**src/rtl/sfs_pkg.sv**
```systemverilog
// sfs_pkg: shared constants, codes and types of the sprite frame sequencer
// no dependencies; used by sprite_frame_sequencer, sfs_ctrl and sfs_frame_ram, not by sfs_checker
`default_nettype none
package sfs_pkg;

   localparam int MAX_FRAMES = 16;
   localparam int FRAME_W    = 4;
   localparam int COUNT_W    = 5;
   localparam int TILE_W     = 8;
   localparam int TICKS_W    = 8;
   localparam int CSR_IDX_W  = 3;
   localparam int CSR_DATA_W = 8;

   typedef enum logic [1:0] {
      ACT_TICK    = 2'd0,
      ACT_RESTART = 2'd1,
      ACT_PLAY    = 2'd2,
      ACT_WRITE   = 2'd3
   } action_type;

   typedef enum logic [CSR_IDX_W-1:0] {
      CSR_SEQ_ACTIVE      = 3'd0,
      CSR_TICKS_PER_FRAME = 3'd1,
      CSR_FRAME_COUNT     = 3'd2,
      CSR_PLAY_MODE       = 3'd3
   } csr_index_type;

   localparam logic [1:0] MODE_LOOP = 2'd1;

   typedef struct packed {
      logic               advanced;
      logic [FRAME_W-1:0] frame;
      logic               finished;
      logic               tile_zero;
   } result_type;

endpackage
`default_nettype wire

```
**src/rtl/sprite_frame_sequencer.sv**
```systemverilog
// sprite_frame_sequencer: top level, control update, tile table read, output register
// depends on sfs_pkg, sfs_ctrl, sfs_frame_ram
//
//   channel   direction  ports
//   req       in         req_valid req_stall req_action req_entry_index req_entry_tile
//   rsp       out        rsp_valid rsp_stall rsp_advanced rsp_frame_index rsp_tile_out
//                        rsp_finished
//   csr       in         csr_we csr_index csr_wdata
//
// one word a cycle while the input is not stalled; a result passes through the
// table read stage, where the tile table read is registered, and then the output register
// synchronous reset clears control state and empties the pipeline
// a stalled result holds; input is stalled only when the table read stage is also full
`default_nettype none
module sprite_frame_sequencer (
   input  wire                              clock,
   input  wire                              reset,
   input  wire                              csr_we,
   input  wire [sfs_pkg::CSR_IDX_W-1:0]     csr_index,
   input  wire [sfs_pkg::CSR_DATA_W-1:0]    csr_wdata,
   input  wire                              req_valid,
   output logic                             req_stall,
   input  wire [1:0]                        req_action,
   input  wire [3:0]                        req_entry_index,
   input  wire [7:0]                        req_entry_tile,
   output logic                             rsp_valid,
   input  wire                              rsp_stall,
   output logic                             rsp_advanced,
   output logic [3:0]                       rsp_frame_index,
   output logic [7:0]                       rsp_tile_out,
   output logic                             rsp_finished
);

   logic                        accept;
   logic                        move;
   logic [sfs_pkg::FRAME_W-1:0] frame_next;
   logic [sfs_pkg::TILE_W-1:0]  rd_data;
   sfs_pkg::result_type         result;

   logic                        s1_valid_ff, s1_valid_in;
   sfs_pkg::result_type         s1_res_ff;
   logic                        out_valid_ff, out_valid_in;
   sfs_pkg::result_type         out_res_ff;
   logic [sfs_pkg::TILE_W-1:0]  out_tile_ff;

   assign req_stall = s1_valid_ff && out_valid_ff && rsp_stall;
   assign accept    = req_valid && !req_stall;
   assign move      = s1_valid_ff && (!out_valid_ff || !rsp_stall);

   sfs_ctrl u_ctrl (
      .clock      (clock),
      .reset      (reset),
      .csr_we     (csr_we),
      .csr_index  (csr_index),
      .csr_wdata  (csr_wdata),
      .accept     (accept),
      .action     (req_action),
      .frame_next (frame_next),
      .result     (result)
   );

   sfs_frame_ram u_ram (
      .clock   (clock),
      .wr_en   (accept && (req_action == sfs_pkg::ACT_WRITE)),
      .wr_addr (req_entry_index),
      .wr_data (req_entry_tile),
      .rd_en   (accept),
      .rd_addr (frame_next),
      .rd_data (rd_data)
   );

   always_comb begin
      s1_valid_in  = accept || (s1_valid_ff && !move);
      out_valid_in = move || (out_valid_ff && rsp_stall);
   end

   always_ff @(posedge clock) begin
      if (reset) begin
         s1_valid_ff  <= 1'b0;
         out_valid_ff <= 1'b0;
      end else begin
         s1_valid_ff  <= s1_valid_in;
         out_valid_ff <= out_valid_in;
      end
   end

   always_ff @(posedge clock) begin
      if (accept) begin
         s1_res_ff <= result;
      end
      if (move) begin
         out_res_ff  <= s1_res_ff;
         out_tile_ff <= s1_res_ff.tile_zero ? '0 : rd_data;
      end
   end

   assign rsp_valid       = out_valid_ff;
   assign rsp_advanced    = out_res_ff.advanced;
   assign rsp_frame_index = out_res_ff.frame;
   assign rsp_tile_out    = out_tile_ff;
   assign rsp_finished    = out_res_ff.finished;

endmodule
`default_nettype wire

```
**src/rtl/sfs_frame_ram.sv**
```systemverilog
// sfs_frame_ram: frame tile table, one write and one registered read port
// write-first on a same-entry collision; depends on sfs_pkg
`default_nettype none
module sfs_frame_ram (
   input  wire                          clock,
   input  wire                          wr_en,
   input  wire [sfs_pkg::FRAME_W-1:0]   wr_addr,
   input  wire [sfs_pkg::TILE_W-1:0]    wr_data,
   input  wire                          rd_en,
   input  wire [sfs_pkg::FRAME_W-1:0]   rd_addr,
   output logic [sfs_pkg::TILE_W-1:0]   rd_data
);

   logic [sfs_pkg::TILE_W-1:0] mem [sfs_pkg::MAX_FRAMES];
   logic [sfs_pkg::TILE_W-1:0] rd_data_ff;

   always_ff @(posedge clock) begin
      if (wr_en) begin
         mem[wr_addr] <= wr_data;
      end
   end

   always_ff @(posedge clock) begin
      if (rd_en) begin
         if (wr_en && (wr_addr == rd_addr)) begin
            rd_data_ff <= wr_data;
         end else begin
            rd_data_ff <= mem[rd_addr];
         end
      end
   end

   assign rd_data = rd_data_ff;

endmodule
`default_nettype wire

```
**src/rtl/sfs_ctrl.sv**
```systemverilog
// sfs_ctrl: configuration registers and frame stepping state
// computes the state after each accepted word; depends on sfs_pkg
`default_nettype none
module sfs_ctrl (
   input  wire                               clock,
   input  wire                               reset,
   input  wire                               csr_we,
   input  wire [sfs_pkg::CSR_IDX_W-1:0]      csr_index,
   input  wire [sfs_pkg::CSR_DATA_W-1:0]     csr_wdata,
   input  wire                               accept,
   input  wire [1:0]                         action,
   output logic [sfs_pkg::FRAME_W-1:0]       frame_next,
   output sfs_pkg::result_type               result
);

   logic                         active_ff;
   logic [sfs_pkg::TICKS_W-1:0]  ticks_ff;
   logic [sfs_pkg::COUNT_W-1:0]  count_ff;
   logic [1:0]                   mode_ff;

   logic [sfs_pkg::TICKS_W-1:0]  prescale_ff, prescale_in;
   logic [sfs_pkg::FRAME_W-1:0]  frame_ff, frame_in;
   logic                         back_ff, back_in;
   logic                         done_ff, done_in;
   logic                         changed_ff, changed_in;
   logic                         adv;

   logic [sfs_pkg::COUNT_W-1:0]  n;
   logic [sfs_pkg::COUNT_W-1:0]  f1;
   logic [sfs_pkg::COUNT_W-1:0]  n_less2;
   logic [sfs_pkg::TICKS_W-1:0]  reload;
   logic                         start;
   sfs_pkg::action_type          act;

   always_ff @(posedge clock) begin
      if (reset) begin
         active_ff <= 1'b0;
         ticks_ff  <= sfs_pkg::TICKS_W'(1);
         count_ff  <= '0;
         mode_ff   <= '0;
      end else if (csr_we) begin
         unique case (csr_index)
            sfs_pkg::CSR_SEQ_ACTIVE:      active_ff <= csr_wdata[0];
            sfs_pkg::CSR_TICKS_PER_FRAME: ticks_ff  <= csr_wdata;
            sfs_pkg::CSR_FRAME_COUNT:     count_ff  <= csr_wdata[sfs_pkg::COUNT_W-1:0];
            sfs_pkg::CSR_PLAY_MODE:       mode_ff   <= csr_wdata[1:0];
            default: ;
         endcase
      end
   end

   always_comb begin
      act     = sfs_pkg::action_type'(action);
      n       = (count_ff > sfs_pkg::COUNT_W'(sfs_pkg::MAX_FRAMES)) ?
                sfs_pkg::COUNT_W'(sfs_pkg::MAX_FRAMES) : count_ff;
      f1      = {1'b0, frame_ff} + sfs_pkg::COUNT_W'(1);
      n_less2 = n - sfs_pkg::COUNT_W'(2);
      reload  = (!active_ff || ticks_ff == '0) ? sfs_pkg::TICKS_W'(1) : ticks_ff;
      start   = (act == sfs_pkg::ACT_RESTART) ||
                ((act == sfs_pkg::ACT_PLAY) && (done_ff || changed_ff));

      prescale_in = prescale_ff;
      frame_in    = frame_ff;
      back_in     = back_ff;
      done_in     = done_ff;
      changed_in  = changed_ff;
      adv         = 1'b0;

      if (accept) begin
         if (start) begin
            frame_in    = '0;
            prescale_in = reload;
            back_in     = 1'b0;
            done_in     = 1'b0;
            changed_in  = 1'b0;
         end else if (act == sfs_pkg::ACT_TICK && active_ff && n != '0 && !done_ff) begin
            if (prescale_ff > sfs_pkg::TICKS_W'(1)) begin
               prescale_in = prescale_ff - sfs_pkg::TICKS_W'(1);
            end else begin
               prescale_in = reload;
               adv         = 1'b1;
               if (mode_ff[1]) begin
                  if (!back_ff) begin
                     if (f1 >= n) begin
                        frame_in = (n > sfs_pkg::COUNT_W'(1)) ?
                                   n_less2[sfs_pkg::FRAME_W-1:0] : '0;
                        back_in  = 1'b1;
                     end else begin
                        frame_in = f1[sfs_pkg::FRAME_W-1:0];
                     end
                  end else if (frame_ff == '0) begin
                     frame_in = (n > sfs_pkg::COUNT_W'(1)) ? sfs_pkg::FRAME_W'(1) : '0;
                     back_in  = 1'b0;
                  end else begin
                     frame_in = frame_ff - sfs_pkg::FRAME_W'(1);
                  end
               end else if (mode_ff == sfs_pkg::MODE_LOOP) begin
                  frame_in = (f1 >= n) ? '0 : f1[sfs_pkg::FRAME_W-1:0];
               end else begin
                  if (f1 < n) begin
                     frame_in = f1[sfs_pkg::FRAME_W-1:0];
                  end else begin
                     done_in = 1'b1;
                     adv     = 1'b0;
                  end
               end
            end
         end
      end

      if (csr_we && csr_index <= sfs_pkg::CSR_PLAY_MODE) begin
         changed_in = 1'b1;
      end
   end

   always_ff @(posedge clock) begin
      if (reset) begin
         prescale_ff <= sfs_pkg::TICKS_W'(1);
         frame_ff    <= '0;
         back_ff     <= 1'b0;
         done_ff     <= 1'b0;
         changed_ff  <= 1'b1;
      end else begin
         prescale_ff <= prescale_in;
         frame_ff    <= frame_in;
         back_ff     <= back_in;
         done_ff     <= done_in;
         changed_ff  <= changed_in;
      end
   end

   always_comb begin
      frame_next       = frame_in;
      result.advanced  = adv;
      result.frame     = frame_in;
      result.finished  = done_in;
      result.tile_zero = !active_ff || (n == '0);
   end

endmodule
`default_nettype wire

```
**config.mk**
```make
export PLATFORM = sky130hd
export DESIGN_NAME = sprite_frame_sequencer
export DESIGN_NICKNAME = d
export VERILOG_FILES = /design/src/rtl/sfs_pkg.sv /design/src/rtl/sprite_frame_sequencer.sv /design/src/rtl/sfs_frame_ram.sv /design/src/rtl/sfs_ctrl.sv
export SDC_FILE = /design/constraint.sdc
export NUM_CORES = 1
export LEC_CHECK = 0
export BUFFER_PORTS_ARGS = -buffer_cell sky130_fd_sc_hd__buf_4
export CORE_MARGIN = 3
export CORE_UTILIZATION = 25
export CTS_CLUSTER_SIZE = 10
export DETAILED_ROUTE_END_ITERATION = 10
export GPL_TIMING_DRIVEN = 0
export SYNTH_ARGS = -nofsm -noshare
export SYNTH_HDL_FRONTEND = slang
export SYNTH_SLANG_ARGS = --single-unit
```
**constraint.sdc**
```tcl
create_clock -name clock -period 4.7 [get_ports clock]
set_clock_uncertainty 0.15 [all_clocks]
set_input_delay 0.47 -clock clock [delete_from_list [all_inputs] [get_ports clock]]
set_output_delay 0.47 -clock clock [all_outputs]
set_load 0.01 [all_outputs]
```
==> results.md <==
* Pre-CTS setup slack at -0.589 ns
* Family with the most delay on the worst path: compound AO/OA/AOI/OAI gates
* Die Wd at 194 um
* #FFs+latches synth at 190
* Unrepaired setup endpoints after global routing: false
* CTS max path bufs at 2
* Crit path max fanout at 10
* Cell Rows at 68
* Worst Setup End Kind: flip-flop
* Slowest CP cell: a221oi_1
* DR WL/cell at 17.5 um
* First-pass DRT Iterations at 6
* Final Wtd Congestion at 0.856
* Root buffer cell: clkbuf_16
* Critical path type: flip-flop to flip-flop
* Synthesis Warnings at 0
* Maximum vdd drop at 260 uV
* Die area at 0.0375 mm^2
* Top-count cell post-synth: edfxtp_1
* CP Buf/Inv Count at 5
* GR Overflow Total at 0
* Fmax at 0.221 GHz
* Count of input and output buffers at 43
* Setup violators final at 0
* Status: finished clean
* # diodes at 0
* Synth Cell Area at 0.00881 mm^2
* First-pass GRT wire length at 33100 um
* Drt drc at 0
* CTS H-tree lvls at 4
* Hold Buf Count CTS at 0
* Yosys cell types at 71
* Clock tree sinks at 190
* Startpoint Class: flip-flop
* Fin. max-slew vios at 0
* GRT Resource Usage Total at 0.113
* Non-Filler Cell Area, Final at 0.0104 mm^2
* TNS Setup at 0 ns
* Tightest Hold Check Type: primary input to flip-flop
* Setup WS post-layout at 0.167 ns
* CP Data Arrival Time at 4.68 ns
* Post-synthesis sequential area ratio at 0.610
* Worst R2R Setup Slack at 0.17 ns
* Cts bufs inserted at 17
* Max Cap Viol at 0
* Vias in the first global route at 5604
* CP max stage delay at 0.54 ns
* Synth area leaders: edfxtp_1, dfxtp_1, mux2i_1
* CP Cell Sequence: buf_6, inv_1, ha_1, ha_1, nand3_2, o21ai_2, maj3_2, a21o_4, a311oi_2, o221ai_2, inv_2, buf_6, nor2_8, clkbuf_4, a221oi_1, a32o_1, mux2_2
* Syn_nets at 741
* Synth area leader: edfxtp_1
* Final ANT Viol Nets at 0
* Layout area overhead at 18.3%
* Commonest cells in the netlist: edfxtp_1, nand2_1, nor2_1
* Worst-Skew Late Latency at 0.43 ns
* I/O pins at 46
* Antenna violations before repair at 1
* Top FF cell, synth: edfxtp_1
* Via/cell ratio at 4.73
* Cell Area, Placed at 0.00971 mm^2
* DR vias at 5832
* Die H at 194 um
* Final hold viol count at 0
* Slew margin rel. at 0.203
* Post-synth EDFFs at 157
* Final #Nets at 806
* Power per cell area at 334 mW/mm^2
* CTS clk-pin slew, worst paths at 0.07 ns
* Area share of the largest cell type after synthesis at 0.535
* Initial Utilization at 0.254
* Leakage power at 3.69 nW
* Cells after synthesis at 700
* Req. time, crit path at 4.84 ns
* Avg Cell Area, Syn at 12.6 um^2
* Worst slew pin tran at 1.19 ns
* Core area at 0.0346 mm^2
* FFs w/ async S/R, synth at 0
* Min Tclk post-route at 4.53 ns
* Largest net degree at the start of global routing at 22
* CTS tree: yes
* HPWL Detailed at 14900 um
* Final Cycle Share at 0.964
* Detailed Route WL at 21600 um
* DR iter-0 viols at 607
* Layout cell share with drive strength beyond 1 at 0.198
[where the power goes]
| group | switching, mW | internal [mW] |
|---|---|---|
| Sequential | 0.0142 | 1.84 |
| Combinational | 0.132 | 0.0764 |
| Clock | 0.673 | 0.746 |
| Total | 0.820 | 2.67 |
[cells by family (layout without fill, tap and decap cells)]
family                     after synthesis  count (layout)  synth area share
muxes                                   50              50            0.0584
DFF                                    190             190             0.610
AOI/OAI and AO/OA                      166             166             0.147
buffers and inverters                   75             153            0.0426
xor gates and xnor gates                 8               8            0.0104
and+or+nand+nor                        199             199             0.114
adders and majority gates               12              12            0.0169
[per-layer routing]
metal	vias up	track usage	routed length (um)
met5	-	0	8
met4	2	0.0254	235
met3	17	0.0342	1460
met2	192	0.164	9500
met1	2827	0.166	10400
li1	2794	-	-
[per-stage QoR]
stage	utilization	hold slack [ns]	power, mW	std cells
global placement	0.280	0.254	2.09	1198
floorplan	-	0.250	2.00	700
detailed placement	0.280	0.257	2.09	1199
CTS	0.298	0.0842	3.50	1233
global route	0.301	0.0831	3.60	1233
finish	0.301	0.0989	3.49	1233
[worst paths after layout]
path | from | end | depth (start not counted)
setup / recovery | u_ctrl.frame_ff[0] | u_ram.rd_data[3] | 17
hold / removal | reset | u_ctrl.done_ff | 2
setup reg to reg | u_ctrl.frame_ff[0] | u_ram.rd_data[3] | 17
hold reg to reg | s1_res_ff[2] | rsp_frame_index[0] | 0
[layout by cell type (no fill, tap or decap), types with 9 or more instances in the layout]
cell type / n
clkbuf_16: 17
nor3_1: 11
a211oi_2: 10
clkbuf_1: 15
a221oi_1: 9
o21ai_0: 14
edfxtp_1: 157
nor2b_1: 17
a21oi_1: 22
nand2_1: 71
o21ai_1: 9
mux2i_1: 36
nor2_1: 42
dfxtp_1: 33
ha_1: 11
a211oi_1: 30
a32oi_1: 17
buf_6: 9
inv_1: 32
buf_2: 9
buf_4: 49
[worst register-to-register path: cells and delay by family, from the launching register on]
family          cells  cell delay [ns]
flops               1             0.41
fa+ha+maj           3             1.10
compound gates      6             1.64
mux                 1             0.19
buf+inv             5             0.73
simple gates        2             0.19
[timing repair]
item                                    in CTS  in global routing
gates resized for setup                      8                 20
setup buffers                                2                  1
hold endpoints to repair                     0                  0
pin swaps                                    1                  2
endpoints found under the setup margin       8                  8
[area by class of cell]
| cell class | instances | area (um^2) |
|---|---|---|
| clock buffer | 19 | 433 |
| inverter | 34 | 128 |
| timing repair buffer | 47 | 357 |
| tap | 455 | 569 |
| buffer | 40 | 262 |
| sequential | 190 | 5380 |
| clock inverter | 13 | 134 |
| fill | 3492 | 24200 |
| multi-input combinational | 435 | 3160 |
[registers in the layout, summed over array words and instances (netlist names)]
name,count
rsp_advanced,1
s1_res_ff,7
u_ctrl.active_ff,1
rsp_finished,1
u_ctrl.back_ff,1
rsp_frame_index,4
u_ram.rd_data,8
u_ctrl.changed_ff,1
rsp_tile_out,8
u_ctrl.mode_ff,2
u_ctrl.ticks_ff,8
u_ram.mem,128
s1_valid_ff,1
u_ctrl.prescale_ff,8
u_ctrl.done_ff,1
u_ctrl.count_ff,5
rsp_valid,1
u_ctrl.frame_ff,4
No activity file was read; power rests on OpenSTA's default activity.
